File: config.mk
export PLATFORM = sky130hd
export DESIGN_NAME = dpd_ctrl
export DESIGN_NICKNAME = d
export VERILOG_FILES = /design/src/rtl/dpd_pkg.sv /design/src/rtl/dpd_ctrl.sv
export SDC_FILE = /design/constraint.sdc
export NUM_CORES = 1
export LEC_CHECK = 0
export ABC_AREA = 1
export BUFFER_PORTS_ARGS = -buffer_cell sky130_fd_sc_hd__buf_2
export CORE_AREA = 4 4 41 43
export CTS_BUF_LIST = sky130_fd_sc_hd__clkbuf_4
export DETAILED_ROUTE_END_ITERATION = 12
export DIE_AREA = 0 0 45 47
export GPL_TIMING_DRIVEN = 0
export PLACE_DENSITY_LB_ADDON = 0.25
export SYNTH_ARGS = -nofsm -noshare
export SYNTH_HDL_FRONTEND = slang
export SYNTH_SLANG_ARGS = --single-unit
File: constraint.sdc
create_clock -name clk -period 0.9 [get_ports clk]
set_input_delay 0.18 -clock clk [delete_from_list [all_inputs] [get_ports clk]]
set_output_delay 0.18 -clock clk [all_outputs]
set_load 0.05 [all_outputs]
File: src/rtl/dpd_pkg.sv
`timescale 1ns / 1ps

package dpd_pkg;

  // Field widths of the pixel and point words.
  localparam int COORD_BITS      = 12;
  localparam int DEPTH_BITS      = 16;
  localparam int RECIP_FRAC_BITS = 24;

  localparam int COLOR_W  = 8;
  localparam int CENTER_W = 16;
  localparam int CENTER_FRAC = 4;
  localparam int RECIP_W  = 24;
  localparam int XY_W     = 20;
  localparam int CFG_W    = 24;
  localparam int CFG_IDX_W = 3;

  // Arithmetic widths.
  localparam int POS_W   = COORD_BITS + CENTER_FRAC;
  localparam int MAG_W   = (POS_W > CENTER_W) ? POS_W : CENTER_W;
  localparam int P1_W    = MAG_W + RECIP_W;
  localparam int SPLIT_W = 24;
  localparam int LO_W    = SPLIT_W + DEPTH_BITS;
  localparam int HI_W    = (P1_W - SPLIT_W) + DEPTH_BITS;
  localparam int PROD_W  = P1_W + DEPTH_BITS;
  localparam int SUM_W   = PROD_W + 1;
  localparam int SHIFT   = CENTER_FRAC + RECIP_FRAC_BITS;
  localparam int Q_W     = SUM_W - SHIFT;
  localparam int QX_W    = (Q_W > XY_W + 1) ? Q_W : XY_W + 1;

  localparam logic [DEPTH_BITS-1:0] MAX_DEPTH_RST = DEPTH_BITS'(65535);

  // Word layouts, first field in the lowest bits, padded to whole bytes.
  localparam int IN_RAW  = 2 * COORD_BITS + DEPTH_BITS + 3 * COLOR_W;
  localparam int IN_W    = ((IN_RAW + 7) / 8) * 8;
  localparam int OUT_RAW = 2 * XY_W + DEPTH_BITS + 3 * COLOR_W;
  localparam int OUT_W   = ((OUT_RAW + 7) / 8) * 8;

  // Offset subtract, two multiply stages, final add, saturate into the output register.
  localparam int NUM_STAGES = 5;

  typedef enum logic [CFG_IDX_W-1:0] {
    REG_MIN_DEPTH = 3'd0,
    REG_MAX_DEPTH = 3'd1,
    REG_CENTER_X  = 3'd2,
    REG_CENTER_Y  = 3'd3,
    REG_RECIP_X   = 3'd4,
    REG_RECIP_Y   = 3'd5
  } cfg_reg_t;

  typedef struct packed {
    logic [NUM_STAGES-1:0] load;
    logic [NUM_STAGES-1:0] valid;
  } pipe_ctl_t;

  typedef struct packed {
    logic [DEPTH_BITS-1:0] depth;
    logic [COLOR_W-1:0]    red;
    logic [COLOR_W-1:0]    green;
    logic [COLOR_W-1:0]    blue;
  } side_t;

endpackage

File: src/rtl/dpd_ctrl.sv
`timescale 1ns / 1ps

module dpd_ctrl
  import dpd_pkg::*;
(
  input  logic      clk,
  input  logic      rst_n,
  input  logic      in_valid,
  input  logic      keep,
  input  logic      out_ready,
  output logic      in_ready,
  output logic      out_valid,
  output pipe_ctl_t ctl
);

  logic [NUM_STAGES-1:0] valid_r;
  logic [NUM_STAGES-1:0] valid_nxt;
  logic [NUM_STAGES-1:0] ready;

  // A stage takes a new word when it is empty or its own word moves on,
  // so bubbles close up behind a stalled output.
  always_comb begin
    ready[NUM_STAGES-1] = !valid_r[NUM_STAGES-1] || out_ready;
    for (int k = NUM_STAGES - 2; k >= 0; k--) begin
      ready[k] = !valid_r[k] || ready[k+1];
    end
    valid_nxt[0] = ready[0] ? (in_valid && keep) : valid_r[0];
    for (int k = 1; k < NUM_STAGES; k++) begin
      valid_nxt[k] = ready[k] ? valid_r[k-1] : valid_r[k];
    end
  end

  always_ff @(posedge clk) begin
    if (!rst_n) begin
      valid_r <= '0;
    end else begin
      valid_r <= valid_nxt;
    end
  end

  assign in_ready  = ready[0];
  assign out_valid = valid_r[NUM_STAGES-1];
  assign ctl.load  = ready;
  assign ctl.valid = valid_r;

endmodule

Yosys cells after proc, flatten, opt, wreduce, memory -nomap -nowiden:

Index checks and enable logic that the tools add are counted.

* flip-flop bits (word level): 5

* reductions and logical operators: 11

Operator list (count)
* 1-bit logical NOT: 5
* 1-bit logical OR: 5
* 1-bit logical AND: 1

Depth between registers and ports, before layout:

* word-level depth: 6
* depth in mapped cells: 5

Least setup slack after synthesis:

OpenSTA, ideal clock, no wires.

* path kind: register to output
* start point: register valid_r[4]
* end point: output port ctl[5] in the netlist's numbering
* arrival: 1.956 ns
* required time: 0.720 ns
* path slack: -1.236 ns
* stages on the path, launching flop included: 5
* cells stage by stage: dfxtp_1 nand3_2 nor2_4 nand3_2 buf_4

RTL lines
* from (decl): line dpd_ctrl.sv:16 `logic [NUM_STAGES-1:0] valid_r;`
* from (signal assigned): line dpd_ctrl.sv:37 `valid_r <= valid_nxt;`
* to (decl): line dpd_ctrl.sv:13 `output pipe_ctl_t ctl`

==> impl_metrics.csv <==
group,metric,value,unit
worst_hold_path,min_to,"valid_r[2]",
final_layout,drive_gt1_share,80.77,%
cts,insertion_delay,0.24,ns
run_status,violations,"negative setup slack",
timing,fin_setup_tns,-3.364,ns
global_route,grt_pass1_vias,267,
power,intPower,0.4412,mW
global_route,grt_start_max_net_pins,5,
worst_setup_path,cp_cell_sequence,"nand3_4 -> nor2_4 -> nand3_4 -> buf_6 -> buf_8",
worst_setup_path,crit_required,0.72,ns
logic_synthesis,ys_warn_count,0,
worst_setup_path,max_stage_delay,0.35,ns
timing,setup_viol,13,
run,maxCapViolations,0,
final_layout,design_area,553.0,sq um
timing,hold_viol,0,
worst_hold_path,worstHoldStart,"rst_n",
logic_synthesis,synth_area_leaders,"dfxtp_1, inv_1, nand3_2, a21oi_1, buf_4",
worst_setup_path,critPathKind,"reg2out",
logic_synthesis,synth_area,214.0,sq um
detailed_routing,wl,693,um
place,placed_cells,55,
place,portBuffers,16,
final_layout,largest_reg_flops,5,
floorplan,start_util,16.44,%
cts,cts.path.max_buffers,2,
timing,finClkSkew,0.003637,ns
global_route,overflow,0,
place,place_area,340.3,sq um
power,seq_power_share,39.2,%
worst_setup_path,r2r-start,"valid_r[3]",
detailed_routing,dr.max_layer_used,"met4",
detailed_routing,via_per_inst,3.806,
final_layout,nets,58,
timing,finalCriticalPeriod,1.357,ns
timing,final_max_slew_viol_count,0,
cts,path_clk_slew,0.04,ns
global_route,grt_first_pass_wirelength,1.179,mm
worst_setup_path,start_kind,"flip-flop",
timing,slew_headroom,83.58,%
timing,worst_pin_slew,0.2480,ns
timing,rsz0062_at_grt,"yes",
worst_setup_path,r2r_slack,-0.16,ns
final_layout,area_delta_synth_final,158.5,%
run_status,run_status,"finished with violations",
power,sw_frac_of_total,23.29,%
detailed_routing,dr.pass1.iters,1,
logic_synthesis,synth_fp_nets,29,
final_layout,stdcell_count,67,
timing,final.period_utilization,150.8,%
cts,cts_root_buf,"clkbuf_4",
detailed_routing,met3_length,77,um
cts,clkSinkCount,5,
power,p_comb_share,10.2,%
global_route,track_usage,8.617,%
detailed_routing,drt-met1-wl,276,um
worst_setup_path,critPathSlowestCell,"dfxtp_4",
global_route,antenna_found_initial,0,
power,peakVddDrop,0.5015,mV
power,power_frac_clock,50.6,%
logic_synthesis,ys_ff_latch,5,
power,powerDensity,1040,mW/mm^2
timing,layout_setup_ws,-0.4568,ns
power,p_leak,0.2500,nW
detailed_routing,drc,0,
final_layout,regMostFlops,"valid_r",
worst_setup_path,path_max_fanout,3,
timing,timing.fmax,0.7370,GHz
final_layout,largest_registers,"valid_r x5",
detailed_routing,routed-via-count,255,
worst_setup_path,cp-end-kind,"output pin",
logic_synthesis,syn_avg_cell_area,8.915,sq um
logic_synthesis,yosys.area.top_type,"dfxtp_1",
floorplan,die_y,47,um
logic_synthesis,synth_cell_types,10,
detailed_routing,wl_met2,327,um
power,p_switching,0.1340,mW
cts,htree_levels,1,
detailed_routing,wl_per_cell,10.34,um
logic_synthesis,synth_top_area_share,46.78,%
worst_setup_path,r2r_cells,6,
logic_synthesis,synth_cells,24,
floorplan,core_area,0.001301,sq mm
detailed_routing,antenna_left,0,
detailed_routing,drt_iter0_drc,0,
cts,cts_buffers,3,
worst_setup_path,r2r_end,"valid_r[1]",
floorplan,die_x,45,um
place,place_congestion,0.5850,
floorplan,boundaryPins,17,
final_layout,fin_util,42.50,%
worst_hold_path,hold_path_depth,2,
logic_synthesis,ys_seq_area_share,46.78,%
cts,cts_tree,"yes",
worst_setup_path,worstPathArrival,1.18,ns
floorplan,rows,13,
worst_setup_path,crit_top_cell,"nand3_4",
final_layout,diodes,0,
worst_hold_path,min_path_type,"in2reg",
floorplan,dieArea,0.002115,sq mm
[kinds of logic (layout without fill, tap and decap cells)]
logic type      count (synthesis)  after routing  share of synthesized area, %
buf+inv                         8             36                         17.54
simple gates                    6              6                         21.06
compound gates                  5              5                         14.62
flops                           5              5                         46.79
[how the worst max path moves through the flow]
stage / start / slack (ns) / end
finish: valid_r[3] / -0.46 / ctl[5]
CTS: valid_r[4] / -0.50 / ctl[5]
global route: valid_r[3] / -0.51 / ctl[5]
floorplan: valid_r[4] / -0.59 / ctl[5]
global placement: out_ready / -0.33 / ctl[5]
detailed placement: out_ready / -0.33 / ctl[5]
[power groups by stage]
stage          logic, mW  registers [mW]  clock network, mW
3_5_place_dp      0.0455           0.231                  0
4_1_cts           0.0577           0.225              0.307
2_1_floorplan     0.0138           0.247                  0
3_3_place_gp      0.0454           0.231                  0
5_1_grt           0.0630           0.226              0.319
6_report          0.0588           0.225              0.291
[timing repair]
action | 4_1_cts | 5_1_grt
hold buffers | 0 | 0
pin swaps | 2 | 4
setup buffers | 5 | 4
endpoints found under the setup margin | 13 | 15
gates resized for setup | 33 | 7
[placed cells by master, fill, tap and decap left out]
cell and instances:
buf_4 6, nand2_1 2, nor2_4 1, buf_6 8
dfxtp_4 4, a21oi_1 2, a21oi_2 2, nand3_4 2
inv_1 5, nand2_4 1, buf_8 7, inv_2 1
dfxtp_2 1, o21a_1 1, clkbuf_4 4, buf_2 5
[layout make-up]
class                      instances  area [sq um]
fill                             132         748.2
timing repair buffer              24         246.5
sequential                         5         116.4
multi-input combinational         11         100.1
clock buffer                       4         30.03
inverter                           6         22.52
buffer                             2         18.77
tap                               15         18.77
[metal layers]
| layer | global-route usage [%] | vias up |
|---|---|---|
| li1 | - | 128 |
| met1 | 8.428 | 107 |
| met2 | 12.99 | 18 |
| met3 | 5.364 | 2 |
| met4 | 7.018 | 0 |
| met5 | 0 | - |
[critical path, delay by kind of cell, from the launching register on]
kind / cells / cell delay, ns
buf+inv: 2 / 0.26
flops: 1 / 0.35
simple gates: 3 / 0.32
[cells in the mapped netlist, drive strengths merged]
| cell type | n |
|---|---|
| a21oi | 4 |
| nand2 | 3 |
| buf | 2 |
| dfxtp | 5 |
| nor2 | 1 |
| nand3 | 2 |
| inv | 6 |
| o21a | 1 |
[per-stage QoR]
step / worst slack, ns / hold WS [ns] / power, mW
2_1_floorplan: -0.5871 / 0.2976 / 0.2609
3_3_place_gp: -0.3340 / 0.4073 / 0.2767
3_5_place_dp: -0.3317 / 0.4009 / 0.2768
4_1_cts: -0.4958 / 0.1479 / 0.5899
5_1_grt: -0.5100 / 0.1591 / 0.6082
6_report: -0.4568 / 0.1561 / 0.5752
Note: power is estimated with default switching activity, not from simulation.
