<file path="config.mk">
export PLATFORM = sky130hd
export DESIGN_NAME = dpd_axis
export DESIGN_NICKNAME = d
export VERILOG_FILES = /design/src/rtl/dpd_pkg.sv /design/src/rtl/dpd_axis.sv
export SDC_FILE = /design/constraint.sdc
export NUM_CORES = 2
export LEC_CHECK = 0
export ABC_AREA = 1
export ABC_CLOCK_PERIOD_IN_PS = 6500
export BUFFER_PORTS_ARGS = -buffer_cell sky130_fd_sc_hd__clkbuf_2
export CAP_MARGIN = 10
export CORE_MARGIN = 2
export CORE_UTILIZATION = 60
export CTS_CLUSTER_SIZE = 40
export DETAILED_ROUTE_END_ITERATION = 8
export PLACE_DENSITY = 0.8
export SETUP_SLACK_MARGIN = 0.5
export SLEW_MARGIN = 30
export SYNTH_ARGS = -nofsm -noshare
export SYNTH_HDL_FRONTEND = slang
export SYNTH_SLANG_ARGS = --single-unit
</file>
<file path="constraint.sdc">
create_clock -name clk -period 6.5 [get_ports clk]
set_clock_uncertainty 0.2 [all_clocks]
set_input_delay 1.625 -clock clk [delete_from_list [all_inputs] [get_ports clk]]
set_output_delay 1.625 -clock clk [all_outputs]
set_load 0.05 [all_outputs]
</file>
<file path="src/rtl/dpd_pkg.sv">
`timescale 1ns / 1ps

package dpd_pkg;

  // Field widths of the pixel and point words.
  localparam int COORD_BITS      = 12;
  localparam int DEPTH_BITS      = 16;
  localparam int RECIP_FRAC_BITS = 24;

  localparam int COLOR_W  = 8;
  localparam int CENTER_W = 16;
  localparam int CENTER_FRAC = 4;
  localparam int RECIP_W  = 24;
  localparam int XY_W     = 20;
  localparam int CFG_W    = 24;
  localparam int CFG_IDX_W = 3;

  // Arithmetic widths.
  localparam int POS_W   = COORD_BITS + CENTER_FRAC;
  localparam int MAG_W   = (POS_W > CENTER_W) ? POS_W : CENTER_W;
  localparam int P1_W    = MAG_W + RECIP_W;
  localparam int SPLIT_W = 24;
  localparam int LO_W    = SPLIT_W + DEPTH_BITS;
  localparam int HI_W    = (P1_W - SPLIT_W) + DEPTH_BITS;
  localparam int PROD_W  = P1_W + DEPTH_BITS;
  localparam int SUM_W   = PROD_W + 1;
  localparam int SHIFT   = CENTER_FRAC + RECIP_FRAC_BITS;
  localparam int Q_W     = SUM_W - SHIFT;
  localparam int QX_W    = (Q_W > XY_W + 1) ? Q_W : XY_W + 1;

  localparam logic [DEPTH_BITS-1:0] MAX_DEPTH_RST = DEPTH_BITS'(65535);

  // Word layouts, first field in the lowest bits, padded to whole bytes.
  localparam int IN_RAW  = 2 * COORD_BITS + DEPTH_BITS + 3 * COLOR_W;
  localparam int IN_W    = ((IN_RAW + 7) / 8) * 8;
  localparam int OUT_RAW = 2 * XY_W + DEPTH_BITS + 3 * COLOR_W;
  localparam int OUT_W   = ((OUT_RAW + 7) / 8) * 8;

  // Offset subtract, two multiply stages, final add, saturate into the output register.
  localparam int NUM_STAGES = 5;

  typedef enum logic [CFG_IDX_W-1:0] {
    REG_MIN_DEPTH = 3'd0,
    REG_MAX_DEPTH = 3'd1,
    REG_CENTER_X  = 3'd2,
    REG_CENTER_Y  = 3'd3,
    REG_RECIP_X   = 3'd4,
    REG_RECIP_Y   = 3'd5
  } cfg_reg_t;

  typedef struct packed {
    logic [NUM_STAGES-1:0] load;
    logic [NUM_STAGES-1:0] valid;
  } pipe_ctl_t;

  typedef struct packed {
    logic [DEPTH_BITS-1:0] depth;
    logic [COLOR_W-1:0]    red;
    logic [COLOR_W-1:0]    green;
    logic [COLOR_W-1:0]    blue;
  } side_t;

endpackage

</file>
<file path="src/rtl/dpd_axis.sv">
`timescale 1ns / 1ps

module dpd_axis
  import dpd_pkg::*;
(
  input  logic                  clk,
  input  pipe_ctl_t             ctl,
  input  logic [COORD_BITS-1:0] coord,
  input  logic [DEPTH_BITS-1:0] depth,
  input  logic [CENTER_W-1:0]   center,
  input  logic [RECIP_W-1:0]    recip,
  output logic [XY_W-1:0]       result
);

  logic [MAG_W-1:0]      pos_ext;
  logic [MAG_W-1:0]      ctr_ext;
  logic                  neg_nxt;
  logic [MAG_W-1:0]      mag_nxt;

  logic [MAG_W-1:0]      mag1_r;
  logic                  neg1_r;
  logic [DEPTH_BITS-1:0] dep1_r;
  logic [P1_W-1:0]       p1_r;
  logic                  neg2_r;
  logic [DEPTH_BITS-1:0] dep2_r;
  logic [LO_W-1:0]       lo_r;
  logic [HI_W-1:0]       hi_r;
  logic                  neg3_r;
  logic [SUM_W-1:0]      sum_r;
  logic                  neg4_r;
  logic [XY_W-1:0]       res_r;

  logic [SUM_W-1:0]      sum_nxt;
  logic [QX_W-1:0]       q;
  logic [XY_W-1:0]       res_nxt;

  assign pos_ext = MAG_W'({coord, {CENTER_FRAC{1'b0}}});
  assign ctr_ext = MAG_W'(center);
  assign neg_nxt = pos_ext < ctr_ext;
  assign mag_nxt = neg_nxt ? (ctr_ext - pos_ext) : (pos_ext - ctr_ext);

  // Rounding toward minus infinity: a negative result takes the ceiling of
  // its magnitude, so the bias is added before the shift.
  assign sum_nxt = (SUM_W'(hi_r) << SPLIT_W) + SUM_W'(lo_r)
                 + (neg3_r ? SUM_W'((64'd1 << SHIFT) - 64'd1) : SUM_W'(0));

  assign q = QX_W'(sum_r[SUM_W-1:SHIFT]);

  always_comb begin
    if (neg4_r) begin
      if (q > QX_W'(64'd1 << (XY_W - 1))) begin
        res_nxt = {1'b1, {(XY_W-1){1'b0}}};
      end else begin
        res_nxt = XY_W'(0) - q[XY_W-1:0];
      end
    end else begin
      if (q > QX_W'((64'd1 << (XY_W - 1)) - 64'd1)) begin
        res_nxt = {1'b0, {(XY_W-1){1'b1}}};
      end else begin
        res_nxt = q[XY_W-1:0];
      end
    end
  end

  always_ff @(posedge clk) begin
    if (ctl.load[0]) begin
      mag1_r <= mag_nxt;
      neg1_r <= neg_nxt;
      dep1_r <= depth;
    end
    if (ctl.load[1]) begin
      p1_r   <= P1_W'(mag1_r) * P1_W'(recip);
      neg2_r <= neg1_r;
      dep2_r <= dep1_r;
    end
    // The 40-bit partial product is split so each multiplier stays narrow.
    if (ctl.load[2]) begin
      lo_r   <= LO_W'(p1_r[SPLIT_W-1:0]) * LO_W'(dep2_r);
      hi_r   <= HI_W'(p1_r[P1_W-1:SPLIT_W]) * HI_W'(dep2_r);
      neg3_r <= neg2_r;
    end
    if (ctl.load[3]) begin
      sum_r  <= sum_nxt;
      neg4_r <= neg3_r;
    end
    if (ctl.load[4]) begin
      res_r <= res_nxt;
    end
  end

  assign result = res_r;

endmodule

</file>
=== Yosys cells after proc, flatten, opt, wreduce, memory -nomap -nowiden ===
Index checks and enable logic that the tools add are counted.

* Bits in registers: 241
* Input bits: 79
* Output and inout bits: 20
* Word-level logic and storage cells: 28

* Add/sub/neg operators: 5
* $mul: 3
* Magnitude comparators: 3
* Muxes and demuxes: 5

{| class="wikitable"
|+ Operator list
! kind !! number
|-
| $mux W20 || 3
|-
| $add A56 B40 Y57 || 1
|-
| $add A57 B28 Y57 || 1
|-
| $mul A16 B24 Y40 || 1
|-
| $mul A24 B16 Y40 || 1
|-
| $mul A16 B16 Y32 || 1
|-
| $sub A16 B16 Y16 || 2
|-
| $gt A29 B19 Y1 const B || 1
|-
| $gt A29 B20 Y1 const B || 1
|-
| $mux W28 || 1
|-
| $sub A1 B20 Y20 const A || 1
|-
| $lt A16 B16 Y1 || 1
|-
| $mux W16 || 1
|}

=== Logic depth before layout (Yosys ltp) ===
* Depth in word-level cells: 3
* Gate-level depth with buffers: 29
* Mapped depth without buffers: 27

=== Worst setup path after synthesis ===
No wires, ideal clock.

* Path kind: input to register
* From: input recip[14]
* To: register p1_r[24] (data pin)
* Setup time: 253 ps
* Arrival time: 6501 ps
* Data required time: 6047 ps
* Slack: -453 ps
* Cell stages on the path: 24
* Buffers on the path: 2
* Cell sequence: clkbuf_1 > clkbuf_1 > nand2_1 > fa_1 > inv_1 > fa_1 > inv_1 > fa_1 > inv_1 > fa_1 > fa_1 > inv_1 > fa_1 > inv_1 > ha_1 > nand2_1 > nor2_1 > nand2_1 > o21ai_1 > nand2_1 > nand2_1 > nand2_1 > inv_1 > nor2_1

* Word-level cells in the longest chain between the ends: 1

{| class="wikitable"
|+ Ends and longest elaborated chain
! item !! line !! text
|-
| start: declaration || dpd_axis.sv:11 || <nowiki>input logic [RECIP_W-1:0] recip,</nowiki>
|-
| $mul A16 B24 Y40 || dpd_axis.sv:72 || <nowiki>p1_r <= P1_W'(mag1_r) * P1_W'(recip);</nowiki>
|-
| end signal: assignment || dpd_axis.sv:72 ||
|-
| end: declaration || dpd_axis.sv:23 || <nowiki>logic [P1_W-1:0] p1_r;</nowiki>
|}

No other way between the ends.
A chain may end at the register's enable or synchronous reset.

=== Final worst setup path ===
* From: input recip[7]
* To: register p1_r[21] (data pin)

Same word-level chain as after synthesis.

==> out/qor.yml <==
outcome: "finished, final reports clean"
cts-root-buf: "clkbuf_16"
min_period_ns: 6.33
relSlewSlack_pct: 32.2
syn_to_final_growth_pct: 14.2
async_flop_share_pct: 0
synth_fa_ha_area_share_pct: 45.1
place.gp.congestion: 0.994
portBuffers: 93
post_dp_cell_area_sq_um: 50800
dieHeight_um: 286
cts_tree: "yes"
cts_buffers: 26
antenna_found_initial: 2
clock-sinks: 213
fp.dieW_um: 286
core-area_sq_um: 78900
setup_viol_count_final: 0
grt_usage_pct: 30.6
wirelength_um: 126000
die_area_sq_um: 81900
grt_pass1_wl_um: 204000
dr.pass1.iters: 6
finalMaxSlewViolations: 0
drt-initial-drc-count: 2591
cp_max_fo: 10
avgRoutedWirePerCell_um: 16.9
cp_slowest_cell: "fa_2"
grt_start_max_net_pins: 74
holdWs_ns: 0.215
worstPathRequired_ns: 6.62
ys_seq_elements: 213
synth.mux.area_fraction_pct: 0
critPathMaxStageDelay_ns: 0.57
synth_xor_area_share_pct: 2.03
diodes: 0
worstPathArrival_ns: 6.46
syn_area_sq_um: 47800
critical_path.cell_chain: "clkbuf_16 -> buf_4 -> nand2_1 -> inv_2 -> fa_1 -> fa_1 -> fa_2 -> fa_1 -> fa_1 -> inv_1 -> fa_1 -> inv_1 -> ha_4 -> a21oi_4 -> o21ai_4 -> a21oi_2 -> nand3_4 -> buf_6 -> xor2_1"
layout-drive-gt1-share_pct: 13.2
drv_cap: 0
vias: 40225
hold_class: "flip-flop to flip-flop"
start_util_pct: 60.6
io_pins: 99
seqCellArea_sq_um: 6400
rsz0062_at_grt: "yes"
postSynthCellCount: 6257
num_rows: 103
synth_simple_gate_area_share_pct: 19.9
synth_top_family_by_area: "adder cells"
multi_input_area_sq_um: 36000
first_global_vias: 42427
hold_viol: 0
fin_area_sq_um: 54600
clkLatencyLatePin_ns: 0.58
worstSetupPathType: "primary input to flip-flop"
overflow: 0
ys.warnings.count: 0
synth_compound_area_share_pct: 4.41
drcViolationCount: 0
clk_pin_slew_worst_paths_ns: 0.06
ys_seq_area_share_pct: 13.4
fin_setup_tns_ns: 0
routed_via_density: 5.36
cp_common_cell: "fa_1"
ant_nets: 0
worst_pin_slew_ns: 1.02
ys.flop_type: "edfxtp_1"
fillers: 6106
holdBufCountCts: 0
fmax_ghz: 0.158
nNetsFinal: 7750
finish.utilization_pct: 69.2
hpwl_um: 100000
synth-edff-count: 213
min_period_over_period_pct: 97.4
cp-start-kind: "primary input"
syn-num-nets: 7574
setup.worst_path.end_class: "flip-flop"
ys_types: 45
cts_buffer_depth: 3
syn_avg_cell_area_sq_um: 7.64
htree_num_levels: 1
cell usage in the layout, fill, tap and decap left out, types with 19 or more instances in the layout:
master,n
inv_2,72
xnor2_1,26
o21bai_1,23
o21ai_2,22
clkbuf_16,43
buf_6,26
ha_1,386
inv_1,1613
buf_4,219
edfxtp_1,213
buf_12,34
nand2_4,31
nand4_1,47
nand3_1,137
a21oi_1,132
a21oi_4,19
nor2_4,24
nor3_1,31
nand2_2,61
nor2_1,217
ha_4,30
fa_1,790
o21ai_0,81
a21oi_2,43
fa_2,21
nor2_2,30
clkbuf_2,69
nand2_1,1759
xor2_1,83
state kept, by name (all words and copies together) (netlist names):
signal  count
lo_r       40
p1_r       40
hi_r       32
sum_r      29
result     20
dep1_r     16
dep2_r     16
mag1_r     16
neg1_r      1
neg2_r      1
neg3_r      1
neg4_r      1
metrics by stage:
stage               worst slack [ns]  instances
finish                         0.166       7503
global route                  0.0519       7503
CTS                            0.339       7456
detailed placement            -0.567       7342
global placement              -0.499       7341
floorplan                    -0.0446       6257
path summary, 6_finish.rpt:
| path | start | cells after the start | slack, ns | end |
|---|---|---|---|---|
| max | recip[7] | 19 | 0.17 | p1_r[21] |
| min | dep1_r[13] | 0 | 0.22 | dep2_r[13] |
| max reg2reg | mag1_r[4] | 20 | 0.30 | p1_r[21] |
| min reg2reg | dep1_r[13] | 0 | 0.22 | dep2_r[13] |
layout make-up:
type	count	share of cell area (%)
Timing Repair Buffer	385	6.65
Clock inverter	21	0.433
Inverter	1686	11.6
Tap cell	1050	2.41
Sequential cell	213	11.7
Clock buffer	27	1.24
Multi-Input combinational cell	4121	66.0
metal layers:
| metal | up-vias | GRT usage (%) | part of all wire, % |
|---|---|---|---|
| li1 | 18679 | - | - |
| met1 | 19501 | 37.1 | 38 |
| met4 | 2 | 12.8 | 4.5 |
| met3 | 378 | 3.88 | 6.9 |
| met2 | 1665 | 55.1 | 51 |
| met5 | - | 0 | 0.010 |
logic make-up after synthesis:
family | count (synthesis)
simple gates | 2389
compound gates | 383
xor+xnor | 111
flops | 213
fa+ha+maj | 1238
buf+inv | 1923
timing repair:
item,CTS,global route
resized for setup,203,278
setup endpoints to repair,55,71
cloned,4,6
buffers inserted,62,40
pin swaps,63,105
cell usage after synthesis (all sizes together) (8+ instances only):
cell type | number | area (sq um)
a21o | 11 | 82.6
a21oi | 194 | 982
buf | 8 | 55.1
clkbuf | 229 | 865
edfxtp | 213 | 6400
fa | 811 | 16200
ha | 427 | 5340
inv | 1686 | 6330
nand2 | 1855 | 6990
nand3 | 149 | 758
nand4 | 49 | 328
nor2 | 271 | 1030
nor3 | 42 | 225
nor4 | 11 | 81.3
o21ai | 132 | 702
o21bai | 24 | 180
xnor2 | 27 | 236
xor2 | 84 | 736
critical path, delay by kind of cell:
| kind | cells | cell delay [ns] |
|---|---|---|
| adder cells (fa/ha/maj) | 7 | 3.23 |
| buffers and inverters | 6 | 0.65 |
| AO/OA/AOI/OAI | 3 | 0.53 |
| AND/OR/NAND/NOR | 2 | 0.29 |
| XOR/XNOR | 1 | 0.13 |
Power is left out: the tool's default activity adds up to more than one toggle a clock period on the data nets, which glitch-free logic cannot reach.
